==> src/sv/sorted_priority_queue_core_defines.svh <==
// ----------------------------------------------------------------------------
// Sorted priority queue assertion macros
// Short forms for the concurrent checks at the end of the top level.
// ----------------------------------------------------------------------------
`ifndef SORTED_PRIORITY_QUEUE_CORE_DEFINES_SVH
`define SORTED_PRIORITY_QUEUE_CORE_DEFINES_SVH

// The consequent must hold in the cycle after the antecedent.
`define SPQ_ASSERT_NEXT(label, clk, rst_n, ante, cons, msg) \
    label: assert property (@(posedge clk) disable iff (!rst_n) (ante) |=> (cons)) \
        else $error(msg);

// The consequent must hold in the same cycle as the antecedent.
`define SPQ_ASSERT_SAME(label, clk, rst_n, ante, cons, msg) \
    label: assert property (@(posedge clk) disable iff (!rst_n) (ante) |-> (cons)) \
        else $error(msg);

`endif

==> src/sv/spq_pkg.sv <==
// ----------------------------------------------------------------------------
// Sorted priority queue package
// Sizes, codes and payload types shared by the cell chain and the top level.
// ----------------------------------------------------------------------------
package spq_pkg;

    localparam int DEPTH = 16;
    localparam int CNT_W = $clog2(DEPTH + 1);
    localparam int OCC_W = 5;

    localparam logic KIND_PUSH = 1'b0;
    localparam logic KIND_POP  = 1'b1;

    typedef enum logic [1:0] {
        ST_DONE  = 2'd0,
        ST_FULL  = 2'd1,
        ST_EMPTY = 2'd2
    } t_status;

    typedef struct packed {
        logic signed [31:0] value;
        logic signed [31:0] priority_val;
    } t_entry;

    typedef struct packed {
        logic               kind;
        logic signed [31:0] value;
        logic signed [31:0] priority_req;
    } t_cmd;

    typedef struct packed {
        t_status            status;
        logic               empty_res;
        logic signed [31:0] head_value;
        logic signed [31:0] head_priority;
        logic [OCC_W-1:0]   occupancy;
    } t_result;

    // Operation that every cell applies in the same cycle.
    typedef struct packed {
        logic push;
        logic pop;
    } t_cell_ctrl;

endpackage

==> src/sv/spq_cell.sv <==
// ----------------------------------------------------------------------------
// Sorted priority queue cell
// Holds one slot of the sorted store and shifts with its neighbors.
// ----------------------------------------------------------------------------
module spq_cell
    import spq_pkg::*;
(
    input  logic       i_clk,
    input  t_cell_ctrl i_ctrl,
    input  logic       i_occupied,
    input  t_entry     i_new,
    input  t_entry     i_left,
    input  logic       i_left_ahead,
    input  t_entry     i_right,
    output t_entry     o_entry,
    output logic       o_ahead
);

    t_entry r_entry;
    t_entry n_entry;

    // An occupied entry stays ahead of a new one unless the new priority is
    // strictly greater, which keeps equal priorities in arrival order.
    assign o_ahead = i_occupied && !(i_new.priority_val > r_entry.priority_val);

    always_comb begin
        n_entry = r_entry;
        if (i_ctrl.pop) begin
            n_entry = i_right;
        end else if (i_ctrl.push && !o_ahead) begin
            n_entry = i_left_ahead ? i_new : i_left;
        end
    end

    always_ff @(posedge i_clk) begin
        r_entry <= n_entry;
    end

    assign o_entry = r_entry;

endmodule

==> src/sv/sorted_priority_queue_core.sv <==
// ----------------------------------------------------------------------------
// Sorted priority queue core
// Latency: the result of an item is strobed in the cycle after its transfer.
// Throughput: one push or pop per cycle; every cell of the chain compares
// and shifts in the same cycle, so busy never rises.
// Reset: synchronous, clears the entry count and the result strobe.
// ----------------------------------------------------------------------------
`include "sorted_priority_queue_core_defines.svh"

module sorted_priority_queue_core
    import spq_pkg::*;
(
    input  logic    i_clk,
    input  logic    i_rst_n,
    input  logic    start,
    output logic    busy,
    input  t_cmd    i_cmd,
    output logic    o_done,
    output t_result o_result
);

    logic [CNT_W-1:0] r_count;
    logic [CNT_W-1:0] n_count;
    t_status          r_status;
    t_status          n_status;
    logic             r_done;

    logic       accept;
    logic       full;
    logic       empty;
    t_cell_ctrl ctrl;
    t_entry     new_entry;
    t_entry     cell_entry [DEPTH];
    logic       cell_ahead [DEPTH];

    assign busy      = 1'b0;
    assign accept    = start && !busy;
    assign full      = (r_count == CNT_W'(DEPTH));
    assign empty     = (r_count == '0);
    assign new_entry = '{value: i_cmd.value, priority_val: i_cmd.priority_req};

    always_comb begin
        ctrl.push = accept && (i_cmd.kind == KIND_PUSH) && !full;
        ctrl.pop  = accept && (i_cmd.kind == KIND_POP) && !empty;
    end

    genvar g;
    generate
        for (g = 0; g < DEPTH; g++) begin : g_cell
            t_entry left_entry;
            t_entry right_entry;
            logic   left_ahead;

            if (g == 0) begin : g_first
                assign left_entry = new_entry;
                assign left_ahead = 1'b1;
            end else begin : g_inner
                assign left_entry = cell_entry[g-1];
                assign left_ahead = cell_ahead[g-1];
            end

            // The tail slot is emptied by a pop, so what it loads is unused.
            if (g == DEPTH - 1) begin : g_last
                assign right_entry = new_entry;
            end else begin : g_body
                assign right_entry = cell_entry[g+1];
            end

            spq_cell u_cell (
                .i_clk        (i_clk),
                .i_ctrl       (ctrl),
                .i_occupied   (r_count > CNT_W'(g)),
                .i_new        (new_entry),
                .i_left       (left_entry),
                .i_left_ahead (left_ahead),
                .i_right      (right_entry),
                .o_entry      (cell_entry[g]),
                .o_ahead      (cell_ahead[g])
            );
        end
    endgenerate

    always_comb begin
        n_count  = r_count;
        n_status = ST_DONE;
        if (ctrl.push) begin
            n_count = r_count + 1'b1;
        end else if (ctrl.pop) begin
            n_count = r_count - 1'b1;
        end
        if (accept && (i_cmd.kind == KIND_PUSH) && full) begin
            n_status = ST_FULL;
        end else if (accept && (i_cmd.kind == KIND_POP) && empty) begin
            n_status = ST_EMPTY;
        end
    end

    always_ff @(posedge i_clk) begin
        if (!i_rst_n) begin
            r_count <= '0;
            r_done  <= 1'b0;
        end else begin
            r_count <= n_count;
            r_done  <= accept;
        end
    end

    always_ff @(posedge i_clk) begin
        r_status <= n_status;
    end

    // The result reads the store as the last transfer left it.
    always_comb begin
        o_result.status        = r_status;
        o_result.empty_res     = empty;
        o_result.head_value    = empty ? '0 : cell_entry[0].value;
        o_result.head_priority = empty ? '0 : cell_entry[0].priority_val;
        o_result.occupancy     = OCC_W'(r_count);
    end

    assign o_done = r_done;

    `SPQ_ASSERT_NEXT(a_done_follows, i_clk, i_rst_n, accept, o_done, "result strobe missing")
    `SPQ_ASSERT_SAME(a_count_bound, i_clk, i_rst_n, 1'b1, r_count <= CNT_W'(DEPTH), "count overflow")
    `SPQ_ASSERT_NEXT(a_push_grows, i_clk, i_rst_n, ctrl.push, r_count == $past(r_count) + 1'b1, "push count")
    `SPQ_ASSERT_SAME(a_empty_flag, i_clk, i_rst_n, o_done && (r_status == ST_EMPTY), empty, "bad empty")

endmodule

==> config.mk <==
export PLATFORM = sky130hd
export DESIGN_NAME = sorted_priority_queue_core
export DESIGN_NICKNAME = d
export VERILOG_FILES = /design/src/sv/spq_pkg.sv /design/src/sv/spq_cell.sv /design/src/sv/sorted_priority_queue_core.sv
export VERILOG_INCLUDE_DIRS = /design/src /design/src/sv
export SDC_FILE = /design/constraint.sdc
export NUM_CORES = 2
export LEC_CHECK = 0
export ABC_CLOCK_PERIOD_IN_PS = 11100
export BUFFER_PORTS_ARGS = -buffer_cell sky130_fd_sc_hd__buf_4
export CAP_MARGIN = 20
export CORE_UTILIZATION = 40
export CTS_CLUSTER_SIZE = 10
export DETAILED_ROUTE_END_ITERATION = 12
export PLACE_DENSITY_LB_ADDON = 0.12
export SLEW_MARGIN = 5
export SYNTH_ARGS = -nofsm -noshare
export SYNTH_HDL_FRONTEND = slang
export SYNTH_SLANG_ARGS = --single-unit
==> constraint.sdc <==
create_clock -name i_clk -period 11.1 [get_ports i_clk]
set_input_delay 2.22 -clock i_clk [delete_from_list [all_inputs] [get_ports i_clk]]
set_output_delay 2.22 -clock i_clk [all_outputs]
set_load 0.01 [all_outputs]
; After elaboration in Yosys (flattened, before gate mapping)
; Index checks and enable logic that the tools add are counted.
[word_totals]
ff_bits = 1032
latchBits = 0
ramBits = 0
mem_bits_ro = 0
inputBits = 68
wordCells = 213
mem_count = 0
[op_classes]
addsub = 2
n_mul = 0
div_mod_pow = 0
order_cmp = 32
eq_ne = 1
n_shift = 0
muxes = 52
bitwise = 1
reduce_logical = 90
[ops]
columns = cell, n
row1 = 2-to-1 mux 64 bit, 47
row2 = greater-than comparator 32 bit, 16
row3 = 2-to-1 mux 32 bit, 2
row4 = greater-than comparator 5 x 4 -> 1 bit (second input constant), 8
row5 = logical AND 1 bit, 38
row6 = zero test 1 bit, 34
row7 = nonzero test 2 bit, 17
row8 = greater-than comparator 5 x 3 -> 1 bit (second input constant), 4
row9 = greater-than comparator 5 x 1 -> 1 bit (second input constant), 2
row10 = greater-than comparator 5 x 2 -> 1 bit (second input constant), 2
row11 = 2-to-1 mux 5 bit, 2
row12 = adder 5 x 1 -> 5 bit (second input constant), 1
row13 = == test 5 bit (second input constant), 1
row14 = zero test 5 bit, 1
row15 = subtractor 5 x 1 -> 5 bit (second input constant), 1
row16 = 2-to-1 mux 2 bit, 1
row17 = NOT 1 bit, 1

; Depth between registers and ports, before layout
[depth]
ltp_word = 7
ltp_mapped = 13
depth_no_buf = 10

; Modules after synthesis
; A second synthesis with hierarchy kept.
[unflattened]
cells_unflattened = 6536
hier_area_um2 = 66939.2
[by_module_without_submodules]
columns = module, instances, cells_each, area_each_um2, seq_area_each_um2
row1 = spq_cell (g_cell[0].u_cell ...), 13, 398, 4115.2, 1921.8
row2 = spq_cell (g_cell[7].u_cell ...), 3, 397, 4097.7, 1921.8
row3 = sorted_priority_queue_core, 1, 171, 1148.6, 160.2

; Worst setup path after synthesis
; No wires, ideal clock.
[synth_path]
path_type = in2reg
startpoint = input port i_cmd[13] (netlist bit)
endpoint = register g_cell[0].u_cell.r_entry, in the netlist g_cell[0].u_cell.o_entry[0], enable pin
arrival_ns = 8.689
required_time_ns = 10.526
setup_slack_ns = 1.837
stages = 11
path_buffers = 2
cell_sequence = ha_1 > a21o_1 > a21oi_2 > o221ai_2 > a2111o_1 > a211oi_2 > mux2i_1 > nor2_1 > buf_2 > buf_4 > o21ai_0
[synth_between]
elab_chain_len = 6
[synth_rtl]
columns = element, line
row1 = from (decl), sorted_priority_queue_core.sv:17  ; input t_cmd i_cmd,
row2 = greater-than comparator 32 bit, spq_cell.sv:24  ; assign o_ahead = i_occupied && !(i_new.priority_val > r_entry.priority_val);
row3 = zero test 1 bit, spq_cell.sv:24
row4 = logical AND 1 bit, spq_cell.sv:24
row5 = zero test 1 bit, spq_cell.sv:30  ; end else if (i_ctrl.push && !o_ahead) begin
row6 = logical AND 1 bit, spq_cell.sv:30
row7 = nonzero test 2 bit (no line), -
row8 = to (signal assigned), spq_cell.sv:36  ; r_entry <= n_entry;
row9 = to (decl), spq_cell.sv:19  ; t_entry r_entry;
; No other way between the ends.
; A chain may end at the register's enable or synchronous reset.

; Final worst setup path
[layout_path]
startpoint = input port i_cmd[27] (netlist bit)
endpoint = register g_cell[1].u_cell.r_entry, in the netlist g_cell[1].u_cell.o_entry[21], enable pin
[layout_between]
elab_chain_len = 6
[layout_rtl]
columns = element, line
row1 = greater-than comparator 32 bit, spq_cell.sv:24
row2 = zero test 1 bit, spq_cell.sv:24
row3 = logical AND 1 bit, spq_cell.sv:24
row4 = zero test 1 bit, spq_cell.sv:30
row5 = logical AND 1 bit, spq_cell.sv:30
row6 = nonzero test 2 bit (no line), -
row7 = to (signal assigned), spq_cell.sv:36
row8 = to (decl), spq_cell.sv:19
; No other way between the ends.

==> results.md <==
- Status: complete, no violations
- Net Switching: 4697 uW
- Post-DP Area: 65840 sq um
- Clock H-tree levels: 4
- Critical-path maximum fanout: 35
- Final WL: 236000 microns
- Combinational group share of total power: 27.3%
- Final core area utilization: 44.56%
- Grt total ovfl: 0
- Synth Cell Area: 63330 sq um
- GPL Wtd Cong: 0.9486
- Post_cts resized: 0
- Yosys top cell area share: 48.55%
- 1st-iter DRT viols: 5587
- Clock power frac: 30.5%
- Largest net degree at the start of global routing: 203
- Synth unique cells: 63
- Core area: 156800 sq um
- Placed Cells incl. Taps: 8088
- Critical Path Max Stage Delay: 0.73 ns
- HP Class: flop to flop
- Most frequent cell after synthesis: edfxtp_1
- Vias in the first global route: 49.20k
- Total number of vias: 51.39k
- DR DRC count: 0
- Mean routed wirelength per cell: 28.39 microns
- Final Max Tran Viols: 0
- TritonCTS sink count: 1032
- PwrDens: 194.2 nW/um^2
- RSZ-0062 raised after global routing: no
- CP Launch Type: input port
- Post-synthesis register bit count: 1032
- Tmin final: 6.533 ns
- Clock latency on the worst-skew pair: 0.79 ns
- Post-synth top cells: edfxtp_1, nand2_1, nand3_1, inv_1, ha_1
- First-pass GRT wire length: 340600 microns
- Register area share after synthesis: 48.81%
- Syn Inst Count: 6285
- Crit path DAT: 6.94 ns
- Pwr Total: 13560 uW
- Net Sw Frac: 34.64%
- Overall routing resource usage: 29.00%
- Async SR Flop Fraction: 0%
- CTS tree: yes
- Final setup fails: 0
- Slew margin rel.: 19.15%
- P_int: 8864 uW
- Mapped Avg Cell Area: 10.08 sq um
- Post-synth top flop: edfxtp_1
- Clock buffer depth: 3
- Final hold vios: 0
- CP max stage cell: buf_4
- Mapped Nets: 6870
- Cts bufs inserted: 133
- CP Cell Sequence: buf_4 > ha_1 > nand4_1 > nor4_1 > and2_1 > a31oi_1 > o2111ai_4 > buf_4 > and2_4 > a21o_4 > buf_4
- I/O Pins: 142
- Clk slew on worst S/H paths: 0.06 ns
- Synth Warn #: 0
- Post-synth EDFFs: 1024
- Initial Util: 40.40%
- Die Y: 399.9 microns
- Leak Pwr: 0.02890 uW
- Antenna violations before repair: 8
- Most frequent CP cell: buf_4
- Required time of the critical path: 11.50 ns
- TNS Setup: 0 ns
- Vias per std cell: 6.182
- Nets: 6751
- Die ar.: 159900 sq um
- # rows: 145
- DR pass1 iterations: 6
- DP Wirelength: 147400 microns
- Largest cells by area after synthesis: edfxtp_1, ha_1, nand2_1
- CTS Root Buffer Type: clkbuf_16
- Hold_buf cts: 0
- Largest area contributor in the netlist: edfxtp_1
- Max Cap Violations: 0
- Clock Skew: 0.02875 ns
- Endpoint type of the worst setup path: flop
- Tcrit/Tclk final: 58.85%
- DIE WIDTH: 399.9 microns
- Crit Path Class: input port to flop
- Worst ir drop on vdd: 146.2 uV
- Seq pwr share: 42.2%
- Area Growth Syn to Fin: 10.28%
- Layout cell share with drive strength beyond 1: 8.156%
- Count of input and output buffers: 140
- Post-CTS setup buffer count: 0
- ANT nets after route: 0
- Post-route insts no fill: 8312
- Worst-margin pin slew: 1.213 ns
- FMAX: 153.1 MHz
- Final instance area: 69840 sq um
state kept, by name, summed over array words and instances (netlist names):
register,flops
g_cell.u_cell.o_entry,1024
o_done,1
r_count,5
r_status,2
final timing paths:
path / start / to / slack, ns / depth (start not counted)
setup / recovery: i_cmd[27] / g_cell[1].u_cell.o_entry[21] / 4.57 / 11
hold / removal: g_cell[1].u_cell.o_entry[51] / g_cell[0].u_cell.o_entry[51] / 0.53 / 2
setup reg to reg: r_count[3] / g_cell[14].u_cell.o_entry[55] / 5.68 / 8
hold reg to reg: g_cell[1].u_cell.o_entry[51] / g_cell[0].u_cell.o_entry[51] / 0.53 / 2
power groups by stage:
stage	sequential, uW	combinational, uW	clock [uW]
after floorplan	5650	2360	0
after global placement	5780	3580	0
after detailed placement	5780	3650	0
after CTS	5710	3660	4210
after global routing	5790	4020	4340
final	5720	3700	4140
per-layer routing:
layer	share of wire (%)	global-route usage, %	vias to the layer above
li1	-	-	23101
met1	43	39.84	25707
met2	45	45.49	2168
met3	7.4	4.664	407
met4	4.3	11.79	2
met5	0.0055	0	-
logic make-up after synthesis:
logic type | count (synthesis) | share of synthesized area (%)
flops | 1032 | 48.81
compound gates | 1385 | 15.06
xor+xnor | 2 | 0.02766
fa+ha+maj | 517 | 10.21
simple gates | 1977 | 13.87
mux | 344 | 5.564
buf+inv | 1027 | 6.453
other cells | 1 | 0.005921
layout by cell type, fill, tap and decap left out, types with 11 or more instances in the layout:
cell       netlist  final
a211oi_1        13     13
a21boi_0        18     18
a21o_1          52     50
a21oi_1        231    231
a221oi_2        29     29
a222oi_1        31     31
a31oi_1         11     11
buf_4            5    213
clkbuf_1       346     47
clkbuf_16        0    135
clkinv_1         0     16
edfxtp_1      1024   1024
ha_1           517    517
inv_1          553    552
mux2_2          64     64
mux2i_1        280    280
nand2_1        910    897
nand2_4          0     13
nand2b_1        11     11
nand3_1        558    557
nand4_1        170    170
nor2_1         246    243
nor2b_1         21     21
nor3_1          18     18
o211ai_1       451    451
o21a_1          21     21
o21ai_0        331    330
o221ai_1       128    128
worst max-delay path, delay by kind of cell:
kind / cells / cell delay, ns
fa+ha+maj: 1 / 0.39
simple gates: 4 / 1.85
compound gates: 3 / 0.91
buf+inv: 3 / 1.47
area by class of cell:
class | instances | area, sq um
timing repair buffer | 220 | 1712
clock inverter | 40 | 441.7
antenna | 1 | 2.502
tap | 2058 | 2575
fill | 15149 | 86910
inverter | 553 | 2078
sequential | 1032 | 30910
clock buffer | 182 | 3555
multi-input combinational | 4226 | 28570
metrics by stage:
step,setup slack (ns),hold slack [ns]
after floorplan,1.837,0.5093
after global placement,3.380,0.5192
after detailed placement,3.892,0.5247
after CTS,4.766,0.5391
after global routing,4.629,0.5642
final,4.567,0.5322
Power figures use the tool's default switching activity.
